**src/rtl/cbu_pkg.sv**
```systemverilog
// ----------------------------------------------------------------------------
// cbu_pkg
// Shared types, fixed-point constants and helpers for the color blend unit.
// ----------------------------------------------------------------------------
package cbu_pkg;

  localparam int FIELD_W   = 16;              // port field width
  localparam int FRAC_BITS = 15;              // fraction bits, ONE = 1.0
  localparam int CH_W      = FRAC_BITS + 1;   // holds 0..ONE
  localparam int PROD_W    = 2 * CH_W;        // full product width
  localparam int MODE_W    = 4;

  typedef logic [FIELD_W-1:0] field_t;
  typedef logic [CH_W-1:0]    chan_t;
  typedef logic [PROD_W-1:0]  prod_t;

  localparam chan_t ONE     = chan_t'(1 << FRAC_BITS);
  localparam chan_t HALF    = chan_t'(1 << (FRAC_BITS - 1));
  localparam chan_t QUARTER = chan_t'(1 << (FRAC_BITS - 2));

  typedef enum logic [MODE_W-1:0] {
    MODE_MULTIPLY   = 4'd0,
    MODE_ADD        = 4'd1,
    MODE_SUBTRACT   = 4'd2,
    MODE_DIFFERENCE = 4'd3,
    MODE_SCREEN     = 4'd4,
    MODE_OVERLAY    = 4'd5,
    MODE_LIGHTEN    = 4'd6,
    MODE_DARKEN     = 4'd7,
    MODE_COLOR      = 4'd8
  } mode_t;

  localparam logic [MODE_W-1:0] MODE_LAST = MODE_W'(MODE_COLOR);

  typedef struct packed {
    chan_t red;
    chan_t green;
    chan_t blue;
    chan_t alpha;
  } rgba_t;

  // clamp an incoming field to 1.0
  function automatic chan_t sat_one(input field_t v);
    if (PROD_W'(v) > PROD_W'(ONE)) return ONE;
    return chan_t'(v);
  endfunction

  // rounded fixed-point product
  function automatic chan_t fx_mul(input chan_t x, input chan_t y);
    prod_t p;
    p = PROD_W'(x) * PROD_W'(y) + PROD_W'(HALF);
    return chan_t'(p >> FRAC_BITS);
  endfunction

endpackage

```
**src/rtl/cbu_channel.sv**
```systemverilog
// ----------------------------------------------------------------------------
// cbu_channel
// One color channel blend: a single shared multiplier plus add/compare logic.
// ----------------------------------------------------------------------------
module cbu_channel (
  input  logic [cbu_pkg::MODE_W-1:0] mode,
  input  cbu_pkg::chan_t             a,
  input  cbu_pkg::chan_t             b,
  output cbu_pkg::chan_t             y
);
  import cbu_pkg::*;

  logic               a_low;
  logic               a_gt;
  logic               use_inv;
  chan_t              op_a;
  chan_t              op_b;
  prod_t              prod;
  chan_t              q_mul;
  chan_t              q_dbl;
  logic [CH_W:0]      sum;
  chan_t              sum_sat;
  chan_t              diff_ab;
  chan_t              diff_ba;

  assign a_low = a < HALF;
  assign a_gt  = a > b;

  // screen and the upper half of overlay work on the complements
  assign use_inv = (mode == MODE_W'(MODE_SCREEN)) ||
                   ((mode == MODE_W'(MODE_OVERLAY)) && !a_low);
  assign op_a    = use_inv ? ONE - a : a;
  assign op_b    = use_inv ? ONE - b : b;
  assign prod    = PROD_W'(op_a) * PROD_W'(op_b);

  assign q_mul   = chan_t'((prod + PROD_W'(HALF)) >> FRAC_BITS);
  assign q_dbl   = chan_t'((prod + PROD_W'(QUARTER)) >> (FRAC_BITS - 1));

  assign sum     = {1'b0, a} + {1'b0, b};
  assign sum_sat = (sum > {1'b0, ONE}) ? ONE : sum[CH_W-1:0];
  assign diff_ab = a - b;
  assign diff_ba = b - a;

  always_comb begin
    unique case (mode_t'(mode))
      MODE_MULTIPLY:   y = q_mul;
      MODE_ADD:        y = sum_sat;
      MODE_SUBTRACT:   y = a_gt ? diff_ab : '0;
      MODE_DIFFERENCE: y = a_gt ? diff_ab : diff_ba;
      MODE_SCREEN:     y = ONE - q_mul;
      MODE_OVERLAY:    y = a_low ? q_dbl : ONE - q_dbl;
      MODE_LIGHTEN:    y = a_gt ? a : b;
      MODE_DARKEN:     y = a_gt ? b : a;
      MODE_COLOR:      y = b;
      default:         y = ONE;
    endcase
  end

endmodule

```
**src/rtl/color_blend_unit_core.sv**
```systemverilog
// ----------------------------------------------------------------------------
// color_blend_unit_core
// RGBA blend of two colors per channel under a configured blend mode.
// ----------------------------------------------------------------------------
//  channel  signals                        direction  notes
//  in       in_valid/in_ready, a_*, b_*    into core  one color pair per item
//  out      out_valid/out_ready, out_*     from core  one blended color per item
//  cfg      cfg_valid/cfg_ready, cfg_data  into core  blend_mode, always ready
//
//  Two register stages: the input register holds the clamped channels, the
//  output register holds the blended result. One item is taken every cycle
//  while the output is not stalled; a single multiplier per channel sits
//  between those two registers.
//  Reset clears both stage valids and sets the mode to multiply.
//  A stalled output holds its item; the input stage takes one more item only
//  if it is empty, otherwise in_ready drops in the same cycle as out_ready.
// ----------------------------------------------------------------------------
module color_blend_unit_core (
  input  logic                        clk,
  input  logic                        rst,
  // input items
  input  logic                        in_valid,
  output logic                        in_ready,
  input  cbu_pkg::field_t             a_red,
  input  cbu_pkg::field_t             a_green,
  input  cbu_pkg::field_t             a_blue,
  input  cbu_pkg::field_t             a_alpha,
  input  cbu_pkg::field_t             b_red,
  input  cbu_pkg::field_t             b_green,
  input  cbu_pkg::field_t             b_blue,
  input  cbu_pkg::field_t             b_alpha,
  // result items
  output logic                        out_valid,
  input  logic                        out_ready,
  output cbu_pkg::field_t             out_red,
  output cbu_pkg::field_t             out_green,
  output cbu_pkg::field_t             out_blue,
  output cbu_pkg::field_t             out_alpha,
  // mode register write
  input  logic                        cfg_valid,
  output logic                        cfg_ready,
  input  logic [cbu_pkg::MODE_W-1:0]  cfg_data
);
  import cbu_pkg::*;

  logic [MODE_W-1:0] mode;      // blend_mode register

  // input stage
  logic  s1_valid;
  rgba_t a_q;
  rgba_t b_q;
  logic  s1_adv;                // stage 1 item moves to the output register
  logic  out_load;              // output register may take a new item

  // blended channels between the stages
  chan_t red_y;
  chan_t green_y;
  chan_t blue_y;
  chan_t alpha_y;

  assign cfg_ready = 1'b1;

  assign out_load = !out_valid || out_ready;
  assign s1_adv   = s1_valid && out_load;
  assign in_ready = !s1_valid || s1_adv;

  // control state
  always_ff @(posedge clk) begin
    if (rst) begin
      s1_valid  <= 1'b0;
      out_valid <= 1'b0;
      mode      <= MODE_W'(MODE_MULTIPLY);
    end else begin
      if (in_ready) s1_valid <= in_valid;
      if (out_load) out_valid <= s1_valid;
      if (cfg_valid && cfg_ready) mode <= cfg_data;
    end
  end

  // input register: clamp every channel to 1.0 on the way in
  always_ff @(posedge clk) begin
    if (in_valid && in_ready) begin
      a_q <= '{red: sat_one(a_red), green: sat_one(a_green),
               blue: sat_one(a_blue), alpha: sat_one(a_alpha)};
      b_q <= '{red: sat_one(b_red), green: sat_one(b_green),
               blue: sat_one(b_blue), alpha: sat_one(b_alpha)};
    end
  end

  cbu_channel u_red (
    .mode (mode),
    .a    (a_q.red),
    .b    (b_q.red),
    .y    (red_y)
  );

  cbu_channel u_green (
    .mode (mode),
    .a    (a_q.green),
    .b    (b_q.green),
    .y    (green_y)
  );

  cbu_channel u_blue (
    .mode (mode),
    .a    (a_q.blue),
    .b    (b_q.blue),
    .y    (blue_y)
  );

  // alpha is the plain product in every defined mode; unused modes give 1.0
  assign alpha_y = (mode > MODE_LAST) ? ONE : fx_mul(a_q.alpha, b_q.alpha);

  // output register
  always_ff @(posedge clk) begin
    if (s1_adv) begin
      out_red   <= FIELD_W'(red_y);
      out_green <= FIELD_W'(green_y);
      out_blue  <= FIELD_W'(blue_y);
      out_alpha <= FIELD_W'(alpha_y);
    end
  end

  // ---- checks ---------------------------------------------------------------

  // input back pressure only comes from a stalled output register
  a_stall_source: assert property (@(posedge clk) disable iff (rst)
    (s1_valid && !in_ready) |-> (out_valid && !out_ready))
    else $error("input stalled without output back pressure");

  // an accepted item into an empty input stage is held there next cycle
  a_s1_fill: assert property (@(posedge clk) disable iff (rst)
    (in_valid && in_ready && !s1_valid) |=> s1_valid)
    else $error("accepted item lost in input stage");

  // an item leaving stage 1 shows up at the output
  a_s1_to_out: assert property (@(posedge clk) disable iff (rst)
    s1_adv |=> out_valid)
    else $error("stage 1 item did not reach output register");

endmodule
```
**config.mk**
```make
export PLATFORM = sky130hd
export DESIGN_NAME = color_blend_unit_core
export DESIGN_NICKNAME = d
export VERILOG_FILES = /design/src/rtl/cbu_pkg.sv /design/src/rtl/cbu_channel.sv /design/src/rtl/color_blend_unit_core.sv
export SDC_FILE = /design/constraint.sdc
export NUM_CORES = 2
export LEC_CHECK = 0
export BUFFER_PORTS_ARGS = -buffer_cell sky130_fd_sc_hd__buf_2
export CORE_MARGIN = 2
export CORE_UTILIZATION = 40
export DETAILED_ROUTE_END_ITERATION = 12
export GPL_TIMING_DRIVEN = 0
export PLACE_DENSITY = 0.6
export SYNTH_ARGS = -nofsm -noshare
export SYNTH_HDL_FRONTEND = slang
export SYNTH_SLANG_ARGS = --single-unit
```
**constraint.sdc**
```tcl
create_clock -name clk -period 20.2 [get_ports clk]
set_input_delay 2.02 -clock clk [delete_from_list [all_inputs] [get_ports clk]]
set_output_delay 2.02 -clock clk [all_outputs]
set_load 0.01 [all_outputs]
```
==> impl_metrics.tcl <==
set metrics [dict create \
    run_status "complete, but fails checks" \
    violations "capacitance limit, slew limit" \
    finalSetupViolCount 0 \
    crit_end "out_red[10]$_DFFE_PP_" \
    finalCritPeriodShare 0.655 \
    nNetsFinal 8268 \
    syn_avg_cell_area_um2 8.46 \
    vias 48922 \
    finalHoldViolCount 0 \
    grt_max_degree 64 \
    ys_ff_latch 198 \
    final_antenna_net_count 0 \
    synth_edf_count 192 \
    rows 136 \
    yosysWarnings 0 \
    synthArstFlopShare 0 \
    ctsResizeCount 0 \
    clock_skew_ps 29.1 \
    rsz0062_at_grt "no" \
    die-area_um2 142000 \
    dpl_cell_area_um2 59000 \
    slowest_stage "xnor2_1" \
    via_per_inst 5.68 \
    crit_required_ps 20390 \
    grt_pass1_vias 48507 \
    ff2ff_setup_slack_ps 6970 \
    cp.arrival_ps 13420 \
    synthTopCellsByArea "fa_1 28%, ha_1 13%, edfxtp_1 10%" \
    path_clk_slew_ps 100 \
    fmaxAchievable_mhz 75.6 \
    grt_pass1_wl_mm 296 \
    initial_utilization 0.404 \
    fp.dieH_um 377 \
    routed_wl_mm 196 \
    cts_max_level 4 \
    synth_largest_area_cell "fa_1" \
    dp_hpwl_mm 165 \
    ctsHoldBuffers 0 \
    cts_setup_buffers 0 \
    worstSetupStartpoint "a_q[48]$_SDFFCE_PN0P_" \
    synth_top_area_share 0.280 \
    setup.worst_path.class "reg2reg" \
    worst_pin_slew_ps 1550 \
    layout-drive-gt1-share 0.0526 \
    synthDistinctLibCells 122 \
    clk_latency_ps 560 \
    post-route-util 0.434 \
    setup_tns_ps 0 \
    grt-ovfl-total 0 \
    cts_tree "built" \
    synth_ff_type "edfxtp_1" \
    grt_usage 0.274 \
    synth_most_common_cell "inv_1" \
    finalHoldWorstSlack_ps 527 \
    cp-end-kind "register" \
    cts_buffers 17 \
    core_region_area_um2 138000 \
    post_drt_wl_per_cell_um 22.8 \
    drt_iter0_drc 4716 \
    r2r_end "out_red[10]$_DFFE_PP_" \
    maxSlewViolCount 11 \
    cap_violations 1 \
    cts_root_buf "clkbuf_16" \
    reg2regPathDepth 38 \
    cp_max_fo 11 \
    drt_pass1_iterations 7 \
    synth_top_cells_by_count "1061 x inv_1, 778 x fa_1, 754 x nand2_1" \
    synthesis.area_um2 55600 \
    slew_headroom -0.0388 \
    routabilityCongestion 0.979 \
    fin_area_um2 59700 \
    max_stage_delay_ps 1070 \
    syn_nets 8048 \
    area_delta_synth_final_pct 7.36 \
    r2r_start "a_q[48]$_SDFFCE_PN0P_" \
    clock_path_buffers 2 \
    ys_seq_area_frac 0.106 \
    remaining_drc_errors 0 \
    port-buffer-count 193 \
    die_w_um 377 \
    crit_top_cell "fa_1" \
    clock-sinks 198 \
    io-pin-count 204 \
    synth_cells 6576 \
    min_period_ps 13230 \
    crit_path_start_kind "register" \
    hold_path.class "reg2reg" \
    antenna_found_initial 14 \
]
flip-flops by register name, indices dropped and copies added, names as in the netlist:
| register | count |
|---|---|
| a_q | 64 |
| b_q | 64 |
| out_alpha | 16 |
| out_blue | 16 |
| out_green | 16 |
| out_red | 16 |
| mode | 4 |
| out_valid | 1 |
| s1_valid | 1 |
metrics by stage:
stage                     worst slack [ps]  std cells
after detailed placement              7250       8570
after CTS                             7170       8602
final                                 6970       8610
after global routing                  6380       8608
after floorplan                      10350       6576
after global placement                7230       8563
cell families (layout without fill, tap and decap cells):
group,count (synthesis),count (layout),share of synthesized area
simple gates,2192,2192,0.188
fa+ha+maj,1335,1335,0.405
buf+inv,1308,1541,0.0890
compound gates,1027,1027,0.129
xor+xnor,471,471,0.0743
flops,198,198,0.106
mux,44,44,0.00810
other cells,1,8,0.0000674
layout by cell type (no fill, tap or decap), types with 45 or more instances in the layout:
| cell type | instances |
|---|---|
| a21o_1 | 77 |
| a21oi_1 | 238 |
| and2_1 | 155 |
| buf_2 | 198 |
| clkbuf_1 | 222 |
| edfxtp_1 | 192 |
| fa_1 | 778 |
| ha_1 | 557 |
| inv_1 | 1061 |
| nand2_1 | 754 |
| nand2b_1 | 49 |
| nand3_1 | 101 |
| nand4_1 | 55 |
| nor2_1 | 552 |
| nor2b_1 | 145 |
| nor3_1 | 94 |
| nor4_1 | 67 |
| o21ai_0 | 157 |
| o21bai_1 | 59 |
| or3_1 | 45 |
| xnor2_1 | 392 |
| xor2_1 | 73 |
worst max-delay path: cells and delay by family (launching register included):
kind | cells | cell delay (ps)
AOI/OAI and AO/OA | 8 | 2500
xor gates and xnor gates | 2 | 1240
adders and majority gates | 9 | 4010
buffers and inverters | 10 | 2700
DFF | 1 | 510
and+or+nand+nor | 9 | 1870
how the worst min path moves through the flow:
| stage | from | end | depth (start not counted) | slack (ps) |
|---|---|---|---|---|
| global route | s1_valid$_SDFFE_PP0N_ | out_valid$_SDFFE_PP0P_ | 2 | 570 |
| floorplan | s1_valid$_SDFFE_PP0N_ | out_valid$_SDFFE_PP0P_ | 2 | 480 |
| detailed placement | s1_valid$_SDFFE_PP0N_ | out_valid$_SDFFE_PP0P_ | 2 | 510 |
| global placement | s1_valid$_SDFFE_PP0N_ | out_valid$_SDFFE_PP0P_ | 2 | 490 |
| CTS | s1_valid$_SDFFE_PP0N_ | out_valid$_SDFFE_PP0P_ | 2 | 520 |
| finish | s1_valid$_SDFFE_PP0N_ | out_valid$_SDFFE_PP0P_ | 2 | 530 |
per-layer routing:
layer / vias to the layer above / GRT usage / part of all wire
met2: 1987 / 0.432 / 0.45
met3: 328 / 0.0465 / 0.084
met4: 8 / 0.0904 / 0.035
met5: - / 0 / 0.00029
met1: 24484 / 0.380 / 0.43
li1: 22115 / - / -
cell type report:
| type | instances | area (µm²) |
|---|---|---|
| Multi-Input combinational cell | 5070 | 44800 |
| Clock inverter | 14 | 228 |
| Buffer | 241 | 945 |
| Fill cell | 13766 | 78000 |
| Inverter | 1067 | 4010 |
| Clock buffer | 18 | 429 |
| Timing Repair Buffer | 201 | 1110 |
| Tap cell | 1794 | 2240 |
| Sequential cell | 198 | 5890 |
| Antenna cell | 7 | 17.5 |
Power is not shown: default switching activity piles up to over one toggle a cycle in this logic, so the estimate is an artifact.
